==> src/rtl/core/spimbt_pkg.sv <==
// Shared types and constants for the SPI master byte transfer unit.
package spimbt_pkg;

  localparam int WORD_BITS_DEFAULT = 8;
  localparam int QUEUE_DEPTH       = 2;
  localparam int HALF_W            = 16;

  // Register map, index = paddr[3:2]
  typedef enum logic [1:0] {
    REG_SPI_MODE  = 2'd0,
    REG_LSB_FIRST = 2'd1,
    REG_HALF_PER  = 2'd2,
    REG_UNUSED    = 2'd3
  } reg_idx_t;

  typedef enum logic {
    KIND_TICK  = 1'b0,
    KIND_START = 1'b1
  } kind_t;

  typedef struct packed {
    logic [1:0]        spi_mode;
    logic              lsb_first;
    logic [HALF_W-1:0] half_period_ticks;
  } cfg_t;

  typedef struct packed {
    kind_t      kind;
    logic [7:0] tx_byte;
    logic       miso;
  } item_t;

  typedef struct packed {
    logic       sck;
    logic       mosi;
    logic       busy_res;
    logic       done_res;
    logic [7:0] rx_byte;
  } res_t;

endpackage

==> src/rtl/core/spimbt_regs.sv <==
// APB configuration registers.
module spimbt_regs (
  input  logic                clk,
  input  logic                rst,
  input  logic                psel,
  input  logic                penable,
  input  logic                pwrite,
  input  logic [3:0]          paddr,
  input  logic [31:0]         pwdata,
  output logic [31:0]         prdata,
  output logic                pready,
  output spimbt_pkg::cfg_t    cfg
);
  import spimbt_pkg::*;

  logic     wr_en;
  reg_idx_t idx;

  assign pready = 1'b1;
  assign idx    = reg_idx_t'(paddr[3:2]);
  assign wr_en  = psel && penable && pwrite && pready;

  always_ff @(posedge clk) begin
    if (rst) begin
      cfg.spi_mode          <= 2'd0;
      cfg.lsb_first         <= 1'b0;
      cfg.half_period_ticks <= HALF_W'(1);
    end else if (wr_en) begin
      unique case (idx)
        REG_SPI_MODE:  cfg.spi_mode          <= pwdata[1:0];
        REG_LSB_FIRST: cfg.lsb_first         <= pwdata[0];
        REG_HALF_PER:  cfg.half_period_ticks <= pwdata[HALF_W-1:0];
        default: ;
      endcase
    end
  end

  always_comb begin
    unique case (idx)
      REG_SPI_MODE:  prdata = 32'(cfg.spi_mode);
      REG_LSB_FIRST: prdata = 32'(cfg.lsb_first);
      REG_HALF_PER:  prdata = 32'(cfg.half_period_ticks);
      default:       prdata = 32'd0;
    endcase
  end

endmodule

==> src/rtl/core/spimbt_front.sv <==
// Front end: takes stream transfers, classifies them and feeds the queue.
module spimbt_front (
  input  logic                clk,
  input  logic                rst,
  input  logic                s_tvalid,
  output logic                s_tready,
  input  logic [15:0]         s_tdata,
  input  logic                s_tuser,
  output logic                push,
  output spimbt_pkg::item_t   push_item,
  input  logic                q_ready
);
  import spimbt_pkg::*;

  logic  hold_valid;
  item_t hold_item;

  assign push      = hold_valid;
  assign push_item = hold_item;
  assign s_tready  = !hold_valid || q_ready;

  always_ff @(posedge clk) begin
    if (rst) begin
      hold_valid <= 1'b0;
    end else if (s_tready) begin
      hold_valid <= s_tvalid;
    end
  end

  always_ff @(posedge clk) begin
    if (s_tvalid && s_tready) begin
      hold_item.kind    <= s_tuser ? KIND_START : KIND_TICK;
      hold_item.tx_byte <= s_tdata[7:0];
      hold_item.miso    <= s_tdata[8];
    end
  end

endmodule

==> src/rtl/core/spimbt_queue.sv <==
// Short FIFO between the front end and the bit engine.
module spimbt_queue (
  input  logic                clk,
  input  logic                rst,
  input  logic                push,
  input  spimbt_pkg::item_t   push_item,
  output logic                not_full,
  input  logic                pop,
  output logic                not_empty,
  output spimbt_pkg::item_t   head
);
  import spimbt_pkg::*;

  localparam int PtrW = (QUEUE_DEPTH > 1) ? $clog2(QUEUE_DEPTH) : 1;
  localparam int CntW = $clog2(QUEUE_DEPTH + 1);

  item_t           entries [QUEUE_DEPTH];
  logic [PtrW-1:0] wr_ptr;
  logic [PtrW-1:0] rd_ptr;
  logic [CntW-1:0] count;
  logic            do_push;
  logic            do_pop;

  assign not_full  = count < CntW'(QUEUE_DEPTH);
  assign not_empty = count != '0;
  assign do_push   = push && not_full;
  assign do_pop    = pop && not_empty;
  assign head      = entries[rd_ptr];

  always_ff @(posedge clk) begin
    if (rst) begin
      wr_ptr <= '0;
      rd_ptr <= '0;
      count  <= '0;
    end else begin
      if (do_push) begin
        wr_ptr <= (wr_ptr == PtrW'(QUEUE_DEPTH - 1)) ? '0 : wr_ptr + 1'b1;
      end
      if (do_pop) begin
        rd_ptr <= (rd_ptr == PtrW'(QUEUE_DEPTH - 1)) ? '0 : rd_ptr + 1'b1;
      end
      if (do_push && !do_pop) begin
        count <= count + 1'b1;
      end else if (!do_push && do_pop) begin
        count <= count - 1'b1;
      end
    end
  end

  always_ff @(posedge clk) begin
    if (do_push) begin
      entries[wr_ptr] <= push_item;
    end
  end

endmodule

==> src/rtl/core/spimbt_back.sv <==
// Bit engine: advances the SPI transfer by one tick per queued item.
module spimbt_back #(
  parameter int WORD_BITS = spimbt_pkg::WORD_BITS_DEFAULT
) (
  input  logic                clk,
  input  logic                rst,
  input  spimbt_pkg::cfg_t    cfg,
  input  logic                q_valid,
  input  spimbt_pkg::item_t   q_item,
  output logic                q_pop,
  output logic                m_tvalid,
  input  logic                m_tready,
  output spimbt_pkg::res_t    m_res
);
  import spimbt_pkg::*;

  localparam int BitW = $clog2(WORD_BITS);

  logic [WORD_BITS-1:0] tx_shift, tx_shift_next;
  logic [WORD_BITS-1:0] rx_shift, rx_shift_next;
  logic [BitW-1:0]      bit_index, bit_index_next;
  logic                 second_half, second_half_next;
  logic [HALF_W-1:0]    tick_count, tick_count_next;
  logic                 active, active_next;
  logic                 mosi_level, mosi_level_next;
  res_t                 res_next;

  assign q_pop = q_valid && (!m_tvalid || m_tready);

  always_comb begin
    logic              load;
    logic              cpol;
    logic              cpha;
    logic [HALF_W-1:0] half;
    logic [HALF_W:0]   tc_inc;
    logic              sample;
    cpol   = cfg.spi_mode[1];
    cpha   = cfg.spi_mode[0];
    half   = (cfg.half_period_ticks == '0) ? HALF_W'(1) : cfg.half_period_ticks;
    load   = !active && (q_item.kind == KIND_START);

    tx_shift_next    = load ? WORD_BITS'(q_item.tx_byte) : tx_shift;
    rx_shift_next    = load ? '0 : rx_shift;
    bit_index_next   = load ? '0 : bit_index;
    second_half_next = load ? 1'b0 : second_half;
    tick_count_next  = load ? '0 : tick_count;
    active_next      = active || load;
    mosi_level_next  = mosi_level;

    res_next = '0;
    res_next.sck = cpol;
    tc_inc = '0;
    sample = 1'b0;

    if (active_next) begin
      res_next.busy_res = 1'b1;
      if (!second_half_next) begin
        if (tick_count_next == '0) begin
          if (cfg.lsb_first) begin
            mosi_level_next = tx_shift_next[0];
            tx_shift_next   = tx_shift_next >> 1;
          end else begin
            mosi_level_next = tx_shift_next[WORD_BITS-1];
            tx_shift_next   = tx_shift_next << 1;
          end
        end
        // CPHA=0 samples on the leading tick, CPHA=1 on the last active tick
        sample = cpha ? (tick_count_next == half - 1'b1) : (tick_count_next == '0);
        if (sample && q_item.miso) begin
          rx_shift_next[bit_index_next] = 1'b1;
        end
        res_next.sck = !cpol;
      end
      res_next.mosi = mosi_level_next;

      tc_inc = {1'b0, tick_count_next} + 1'b1;
      if (tc_inc >= {1'b0, half}) begin
        tick_count_next = '0;
        if (!second_half_next) begin
          second_half_next = 1'b1;
        end else begin
          second_half_next = 1'b0;
          if (bit_index_next == BitW'(WORD_BITS - 1)) begin
            res_next.done_res = 1'b1;
            res_next.rx_byte  = 8'(rx_shift_next);
            active_next       = 1'b0;
            bit_index_next    = '0;
            mosi_level_next   = 1'b1;
          end else begin
            bit_index_next = bit_index_next + 1'b1;
          end
        end
      end else begin
        tick_count_next = tc_inc[HALF_W-1:0];
      end
    end else begin
      res_next.mosi = mosi_level_next;
    end
  end

  always_ff @(posedge clk) begin
    if (rst) begin
      tx_shift    <= '0;
      rx_shift    <= '0;
      bit_index   <= '0;
      second_half <= 1'b0;
      tick_count  <= '0;
      active      <= 1'b0;
      mosi_level  <= 1'b1;
      m_tvalid    <= 1'b0;
    end else begin
      if (q_pop) begin
        tx_shift    <= tx_shift_next;
        rx_shift    <= rx_shift_next;
        bit_index   <= bit_index_next;
        second_half <= second_half_next;
        tick_count  <= tick_count_next;
        active      <= active_next;
        mosi_level  <= mosi_level_next;
        m_tvalid    <= 1'b1;
      end else if (m_tready) begin
        m_tvalid <= 1'b0;
      end
    end
  end

  always_ff @(posedge clk) begin
    if (q_pop) begin
      m_res <= res_next;
    end
  end

endmodule

==> src/rtl/core/spi_master_byte_transfer_unit.sv <==
// SPI master (modes 0 to 3) that shifts one word per transfer, one tick per stream transfer.
// Each input transfer is one time tick and yields exactly one output transfer with the
// SCK and MOSI levels, busy, done (on tlast) and the received byte. The unit sustains one
// tick per clock cycle while the output is not stalled: the bit engine updates its shift
// registers, bit and tick counters with a 17-bit add and compare for the tick counter. A
// result passes through three registers: the input lands in the front register when it is
// taken, moves into the two-entry queue and then into the output register. Either side may
// stall independently. Received bits land LSB-first; MOSI idles high. Configure over APB
// only while no ticks are in flight.
module spi_master_byte_transfer_unit #(
  parameter int WORD_BITS = spimbt_pkg::WORD_BITS_DEFAULT
) (
  input  logic        clk,
  input  logic        rst,
  input  logic        s_tvalid,
  output logic        s_tready,
  input  logic [15:0] s_tdata,   // [7:0] tx_byte, [8] miso, [15:9] zero
  input  logic        s_tuser,   // [0] start_req
  output logic        m_tvalid,
  input  logic        m_tready,
  output logic [15:0] m_tdata,   // [0] sck, [1] mosi, [2] busy_res, [10:3] rx_byte, [15:11] zero
  output logic        m_tlast,
  input  logic        psel,
  input  logic        penable,
  input  logic        pwrite,
  input  logic [3:0]  paddr,
  input  logic [31:0] pwdata,
  output logic [31:0] prdata,
  output logic        pready
);
  import spimbt_pkg::*;

  cfg_t  cfg;
  logic  push;
  item_t push_item;
  logic  q_not_full;
  logic  q_not_empty;
  logic  q_pop;
  item_t q_head;
  res_t  m_res;

  spimbt_regs u_regs (
    .clk     (clk),
    .rst     (rst),
    .psel    (psel),
    .penable (penable),
    .pwrite  (pwrite),
    .paddr   (paddr),
    .pwdata  (pwdata),
    .prdata  (prdata),
    .pready  (pready),
    .cfg     (cfg)
  );

  spimbt_front u_front (
    .clk       (clk),
    .rst       (rst),
    .s_tvalid  (s_tvalid),
    .s_tready  (s_tready),
    .s_tdata   (s_tdata),
    .s_tuser   (s_tuser),
    .push      (push),
    .push_item (push_item),
    .q_ready   (q_not_full)
  );

  spimbt_queue u_queue (
    .clk       (clk),
    .rst       (rst),
    .push      (push),
    .push_item (push_item),
    .not_full  (q_not_full),
    .pop       (q_pop),
    .not_empty (q_not_empty),
    .head      (q_head)
  );

  spimbt_back #(
    .WORD_BITS (WORD_BITS)
  ) u_back (
    .clk      (clk),
    .rst      (rst),
    .cfg      (cfg),
    .q_valid  (q_not_empty),
    .q_item   (q_head),
    .q_pop    (q_pop),
    .m_tvalid (m_tvalid),
    .m_tready (m_tready),
    .m_res    (m_res)
  );

  assign m_tdata = {5'd0, m_res.rx_byte, m_res.busy_res, m_res.mosi, m_res.sck};
  assign m_tlast = m_res.done_res;

  // done only ever closes a transfer that is in progress
  a_done_busy: assert property (@(posedge clk) disable iff (rst)
    m_tvalid && m_tlast |-> m_tdata[2])
    else $error("done without busy");

  // MOSI idles high between transfers
  a_idle_mosi: assert property (@(posedge clk) disable iff (rst)
    m_tvalid && !m_tdata[2] |-> m_tdata[1])
    else $error("MOSI low while idle");

  // no result is presented straight out of reset
  a_reset_empty: assert property (@(posedge clk)
    $past(rst) |-> !m_tvalid)
    else $error("output valid after reset");

endmodule
==> config.mk <==
export PLATFORM = sky130hd
export DESIGN_NAME = spi_master_byte_transfer_unit
export DESIGN_NICKNAME = d
export VERILOG_FILES = /design/src/rtl/core/spimbt_pkg.sv /design/src/rtl/core/spimbt_regs.sv /design/src/rtl/core/spimbt_front.sv /design/src/rtl/core/spimbt_queue.sv /design/src/rtl/core/spimbt_back.sv /design/src/rtl/core/spi_master_byte_transfer_unit.sv
export SDC_FILE = /design/constraint.sdc
export NUM_CORES = 1
export LEC_CHECK = 0
export BUFFER_PORTS_ARGS = -buffer_cell sky130_fd_sc_hd__buf_2
export CORE_MARGIN = 10
export CORE_UTILIZATION = 56
export DETAILED_ROUTE_END_ITERATION = 12
export PLACE_DENSITY = 0.8
export SLEW_MARGIN = 10
export SYNTH_ARGS = -nofsm -noshare
export SYNTH_HDL_FRONTEND = slang
export SYNTH_SLANG_ARGS = --single-unit
==> constraint.sdc <==
create_clock -name clk -period 6.95 [get_ports clk]
set_input_delay 1.0425 -clock clk [delete_from_list [all_inputs] [get_ports clk]]
set_output_delay 1.0425 -clock clk [all_outputs]
set_load 0.02 [all_outputs]
Yosys cells after proc, flatten, opt, wreduce, memory -nomap -nowiden
Memories as Yosys holds them, arrays and structs flattened. A register that Yosys moved wholly into a read port is not among the register bits.
Cells that the tools add are included.
{"block": "totals", "memories": 1, "output_inout_bits": 52, "mem_bits_rw": 20, "input_bits": 60, "reg_bits": 85}
{"block": "op_classes", "mux": 54, "n_eq_ne": 4, "n_bitwise": 1, "reduce_logical": 32, "addsub": 7, "magnitude_cmp": 4}
{"memory": "u_queue.entries", "depth": 2, "width": 10, "read_ports": 1, "rd_ports_with_merged_regs": 1, "wr": 1, "line_no": "spimbt_queue.sv:17", "source": "item_t entries [QUEUE_DEPTH];"}
{"operator": "2-to-1 mux 8 bit", "count": 9}
{"operator": "2-to-1 mux 16 bit", "count": 4}
{"operator": "case mux 16 bit (3 select lines)", "count": 1}
{"operator": "zero test 16 bit", "count": 2}
{"operator": "2-to-1 mux 1 bit", "count": 28}
{"operator": "2-to-1 mux 9 bit", "count": 3}
{"operator": "adder 16 x 1 -> 17 bit, second input constant", "count": 1}
{"operator": "greater-or-equal comparator 17 x 16 -> 1 bit", "count": 1}
{"operator": "equality test 16 bit", "count": 1}
{"operator": "subtractor 16 x 1 -> 16 bit, second input constant", "count": 1}
{"operator": "2-to-1 mux 3 bit", "count": 5}
{"operator": "logical AND 1 bit", "count": 11}
{"operator": "2-to-1 mux 10 bit", "count": 1}
{"operator": "bitwise OR 8 bit", "count": 1}
{"operator": "AND reduction 2 bit", "count": 4}
{"operator": "zero test 1 bit", "count": 6}
{"operator": "nonzero test 2 bit", "count": 3}
{"operator": "< comparator 3 x 4 -> 1 bit, second input constant", "count": 1}
{"operator": "2-to-1 mux 2 bit", "count": 2}
{"operator": "AND reduction 4 bit", "count": 1}
{"operator": "adder 3 x 1 -> 3 bit, second input constant", "count": 1}
{"operator": "demux 1 bit (select 3 bit)", "count": 1}
{"operator": "equality test 3 bit, second input constant", "count": 1}
{"operator": "greater-or-equal comparator 3 x 1 -> 1 bit, second input constant", "count": 1}
{"operator": "9 further kinds", "count": 12}

Depth between registers and ports, before layout
{"block": "depth", "word_depth": 14, "depth_mapped": 27, "ltp_nobuf": 21}

Cells and area by module
A second synthesis with hierarchy kept.
{"block": "unflattened", "hier_cells": 703, "hier_area_um2": 6343.6}
{"module": "spimbt_back", "area_per_inst_um2": 3882.5, "cells_per_inst": 505, "instances": 1, "seq_area_each_um2": 1141.1}
{"module": "spimbt_regs", "area_per_inst_um2": 1132.3, "cells_per_inst": 123, "instances": 1, "seq_area_each_um2": 380.4}
{"module": "spimbt_queue", "area_per_inst_um2": 932.1, "cells_per_inst": 54, "instances": 1, "seq_area_each_um2": 700.7}
{"module": "spimbt_front", "area_per_inst_um2": 355.3, "cells_per_inst": 15, "instances": 1, "seq_area_each_um2": 320.3}
{"module": "spi_master_byte_transfer_unit", "area_per_inst_um2": 41.3, "cells_per_inst": 6, "instances": 1, "seq_area_each_um2": 0.0}

Worst setup path before layout
OpenSTA, ideal clock, no wires.
{"block": "synth_path", "path_type": "register to register", "from": "reg (tool-made name)", "to": "reg, netlist name u_back.m_res[1]", "setup_slack_ns": 1.994, "t_arrival_ns": 4.701, "period_less_slack_ns": 4.956, "setup_time_ns": 0.255, "path_buffers": 6, "path_stages_with_launch": 28, "cell_sequence": "dfxtp_1 > buf_4 > mux2i_4 > or2_1 > buf_4 > buf_2 > buf_1 > buf_2 > nand2_1 > inv_1 > ha_1 > and3_1 > nand4_1 > nor3_2 > nand3_1 > xor2_1 > nor2_1 > ha_1 > a21oi_1 > nor2b_1 > o21ai_0 > nand2b_1 > nor2_1 > nand3_1 > a221oi_2 > nor2_1 > clkbuf_1 > and3_1"}

==> impl_table.tex <==
\begin{tabular}{lr}
\hline
Metric & Value \\
\hline
\multicolumn{2}{l}{\textbf{Final layout}} \\
Final cell area excluding filler cells & 0.00658 mm² \\
Most frequent cells in the layout & sky130\_fd\_sc\_hd\_\_nand2\_1 (87), sky130\_fd\_sc\_hd\_\_dfxtp\_1 (64), sky130\_fd\_sc\_hd\_\_buf\_2 (64), sky130\_fd\_sc\_hd\_\_nor2\_1 (62), sky130\_fd\_sc\_hd\_\_a21oi\_1 (62) \\
Most common cell after layout, fill and taps aside & sky130\_fd\_sc\_hd\_\_nand2\_1 \\
Fin nets & 819 \\
Final core occ & 61.0\% \\
Fill cell instance count of the final layout & 924 \\
Share of layout cells above drive strength 1 & 14.8\% \\
Antenna cell count & 0 \\
Non-filler cells in the finished layout & 882 \\
Synth-to-Final Area Change & 7.46\% \\
\multicolumn{2}{l}{\textbf{Placed design}} \\
\# port buffers & 64 \\
HPWL Detailed & 10600 µm \\
Worst slack at placement & 1950 ps \\
Placed cell count & 866 \\
Final Wtd Congestion & 0.920 \\
Post-Place Cell Area & 0.00638 mm² \\
\multicolumn{2}{l}{\textbf{Drt}} \\
Via count & 5161 \\
Pre-Repair DR Iteration Count & 7 \\
Routed len/inst & 16.3 µm \\
Drt total wl & 14400 µm \\
Drt via density & 5.85 \\
DRC errors left & 0 \\
DRC violation total after the first TritonRoute iteration & 350 \\
Number of routed nets with antenna violations & 0 \\
\multicolumn{2}{l}{\textbf{Power and ir drop}} \\
Leakage power of the design & 2.47 nW \\
Worst IR drop on VDD & 0.000201 V \\
Overall power consumption & 1.69 mW \\
Power density cells & 257 mW/mm² \\
\multicolumn{2}{l}{\textbf{GRT}} \\
Antenna violations before repair & 0 \\
Vias in the first global route & 4989 \\
Total global routing track utilization & 17.9\% \\
Overall overflow remaining after global route & 0 \\
Maximum number of pins on one net before global-route repair & 60 \\
Global-route wire length before repair & 24100 µm \\
\multicolumn{2}{l}{\textbf{Logic synthesis}} \\
Flip-flop and latch count after synthesis & 106 \\
Number of enable-type register cells in the synthesized netlist & 42 \\
Combined area of all synthesized cells & 0.00612 mm² \\
Count of mapped cells out of synthesis & 701 \\
Top area cells in the synthesized netlist & sky130\_fd\_sc\_hd\_\_dfxtp\_1 (21\%), sky130\_fd\_sc\_hd\_\_edfxtp\_1 (21\%), sky130\_fd\_sc\_hd\_\_nand2\_1 (5.3\%), sky130\_fd\_sc\_hd\_\_a21oi\_1 (5.1\%), sky130\_fd\_sc\_hd\_\_ha\_1 (4.5\%) \\
Area leader, netlist & sky130\_fd\_sc\_hd\_\_dfxtp\_1 \\
Warnings, synthesis & 0 \\
Synthesized-area fraction occupied by xor and xnor cells & 4.58\% \\
Share of cell area taken by muxes after synthesis & 4.23\% \\
Post-synthesis compound-gate area fraction & 13.9\% \\
Yosys cell types & 70 \\
Main combinational cell family by area after synthesis & simple AND/OR/NAND/NOR gates \\
Fraction of post-synthesis cell area in the top cell type by area & 20.9\% \\
Leading register cell type out of synthesis & sky130\_fd\_sc\_hd\_\_dfxtp\_1 \\
Mean cell area of the mapped netlist & 8.74 µm² \\
Simple-gate area share of the yosys netlist & 23.6\% \\
Post-Synth Adder-Cell Area & 4.50\% \\
Asr flop ratio synth & 0\% \\
Sequential element share of the synthesized area & 41.5\% \\
\multicolumn{2}{l}{\textbf{CTS}} \\
Quantity of gates resized following cts & 0 \\
Inserted Clock Buffers & 9 \\
Clock tree from TritonCTS & done \\
Total number of H-tree levels & 3 \\
Clock latency at the later pin of the worst-skew pair & 380 ps \\
Post-CTS clock slew at the launch and capture registers of the worst setup and hold paths & 110 ps \\
Max Buffers Root-to-Sink & 2 \\
Clock net sink count & 106 \\
Post-CTS setup buffer count & 0 \\
Root Driver & sky130\_fd\_sc\_hd\_\_clkbuf\_8 \\
Number of buffers inserted for hold repair after clock tree synthesis & 0 \\
\multicolumn{2}{l}{\textbf{Timing}} \\
RSZ-0062 raised after global routing & false \\
Tightest slew margin relative to the limit & 41.7\% \\
Number of max-slew violations in the final report & 0 \\
Crit path time final & 5070 ps \\
Number of endpoints with negative hold slack in the final report & 0 \\
Worst Hold Slack & 452 ps \\
Final period util & 72.9\% \\
Setup WS post-layout & 1880 ps \\
Final clock skew & 7.60 ps \\
Final setup violating endpoints & 0 \\
Transition at the pin with the smallest max-transition slack & 873 ps \\
Setup TNS after final layout & 0 ps \\
Achievable Freq & 0.197 GHz \\
\multicolumn{2}{l}{\textbf{Floorplan}} \\
Total number of placement rows & 38 \\
Die height & 125 µm \\
Die Area & 0.0155 mm² \\
X dimension of the die & 125 µm \\
I/O pin count & 112 \\
Core area & 0.0108 mm² \\
Starting Density & 56.7\% \\
\multicolumn{2}{l}{\textbf{Critical path}} \\
Type of element capturing the critical path & register \\
Worst reg2reg path depth & 23 \\
Maximum fanout count along the critical path & 24 \\
RR Endpoint & u\_back.m\_res[4]\$\_SDFFCE\_PN0P\_ \\
Slack of the worst reg-to-reg path & 1880 ps \\
Type of origin of the critical path & register \\
Data required time of the worst path & 7090 ps \\
Critical Setup Path Class & register to register \\
Arrival time reported for the critical path endpoint & 5210 ps \\
\multicolumn{2}{l}{\textbf{Hold path}} \\
Startpoint of the tightest hold check path & u\_back.rx\_shift[3]\$\_SDFFE\_PP0P\_ \\
Type of the tightest min-delay check & register to register \\
Worst hold stages & 2 \\
Worst Hold Path EP & u\_back.rx\_shift[3]\$\_SDFFE\_PP0P\_ \\
\multicolumn{2}{l}{\textbf{Status}} \\
Outcome & finished clean \\
\multicolumn{2}{l}{\textbf{Flow run}} \\
Number of max-cap violations & 0 \\
\hline
\end{tabular}
==> synth_stat cells, drive strengths merged (3+ instances only) <==
library cell / n
a211oi: 7
a21oi: 62
a31oi: 5
a41oi: 3
and2: 20
and3: 13
buf: 35
clkbuf: 32
dfxtp: 64
edfxtp: 42
ha: 22
inv: 24
mux2i: 22
nand2: 87
nand3: 41
nand4: 12
nand4b: 3
nor2: 63
nor2b: 9
nor3: 13
nor4: 4
nor4b: 3
o21a: 5
o21ai: 30
o31ai: 3
or3: 7
or4: 5
xnor2: 20
xor2: 12
==> critical path, cell delays in order (launching register included) <==
cell	delay (ps)
sky130_fd_sc_hd__dfxtp_1	330
sky130_fd_sc_hd__buf_4	220
sky130_fd_sc_hd__mux2i_4	380
sky130_fd_sc_hd__or2_1	310
sky130_fd_sc_hd__nand2_1	150
sky130_fd_sc_hd__inv_1	110
sky130_fd_sc_hd__ha_1	180
sky130_fd_sc_hd__and3_1	200
sky130_fd_sc_hd__nand4_1	210
sky130_fd_sc_hd__nor3_2	410
sky130_fd_sc_hd__nand3_1	140
sky130_fd_sc_hd__xor2_1	150
sky130_fd_sc_hd__nor2_1	130
sky130_fd_sc_hd__ha_1	260
sky130_fd_sc_hd__a21oi_1	160
sky130_fd_sc_hd__nor2b_1	60
sky130_fd_sc_hd__o21ai_0	140
sky130_fd_sc_hd__nand2b_1	110
sky130_fd_sc_hd__nor2_1	90
sky130_fd_sc_hd__nand3_1	100
sky130_fd_sc_hd__a221oi_2	250
sky130_fd_sc_hd__buf_4	300
sky130_fd_sc_hd__nor2_1	200
sky130_fd_sc_hd__and3_1	230
==> registers in the layout, indices dropped and copies added (netlist names), 2 cells and up, named ones only <==
signal,flops
u_back.tick_count,16
u_regs.cfg,19
u_back.rx_shift,8
u_back.tx_shift,8
u_back.m_res,12
u_queue.entries,20
u_front.push_item,10
u_queue.count,2
u_back.bit_index,3
==> routing by layer <==
metal  vias to the layer above  global-route usage, %  part of all wire [%]  routed length (µm)
li1                       2501                      -                     -                   -
met1                      2434                   23.0                    45                6440
met2                       205                   28.6                    46                6620
met3                        21                   4.51                   7.7                1120
met4                         0                   6.37                   1.6                 228
met5                         -                      0                     0                   0
==> logic make-up (layout without fill, tap and decap cells) <==
kind of cell	after synthesis	count (layout)
flip-flops	106	106
other	2	22
AO/OA/AOI/OAI	136	136
adder cells (fa/ha/maj)	22	22
multiplexers	24	24
buffers and inverters	91	112
XOR/XNOR	32	32
AND/OR/NAND/NOR	288	288
==> where the power goes <==
group | internal [mW] | leakage (nW) | switching, mW
registers | 0.745 | 0.917 | 0.0487
logic | 0.162 | 1.46 | 0.367
clock network | 0.139 | 0.0955 | 0.230
==> final cells by class <==
type                       instances  area [µm²]  area share [%]
clock buffer                       9         124            1.88
clock inverter                     7        75.1            1.14
inverter                          24        90.1            1.37
multi-input combinational        524        3190            48.5
sequential                       106        2540            38.6
tap                              140         175            2.66
timing repair buffer              72         380            5.78
==> worst max path at each step <==
stage | start | endpoint | slack, ps | depth (start not counted)
5_1_grt | register | u_back.m_res[1]$_SDFFCE_PN0P_ | 1460 | 23
6_report | register | u_back.m_res[4]$_SDFFCE_PN0P_ | 1880 | 23
2_1_floorplan | register | u_back.m_res[1]$_SDFFCE_PN0P_ | 1990 | 27
3_3_place_gp | register | u_back.m_res[1]$_SDFFCE_PN0P_ | 2030 | 23
3_5_place_dp | register | u_back.m_res[4]$_SDFFCE_PN0P_ | 1950 | 23
4_1_cts | register | u_back.m_res[4]$_SDFFCE_PN0P_ | 1920 | 23
No activity file was read; power rests on OpenSTA's default activity.
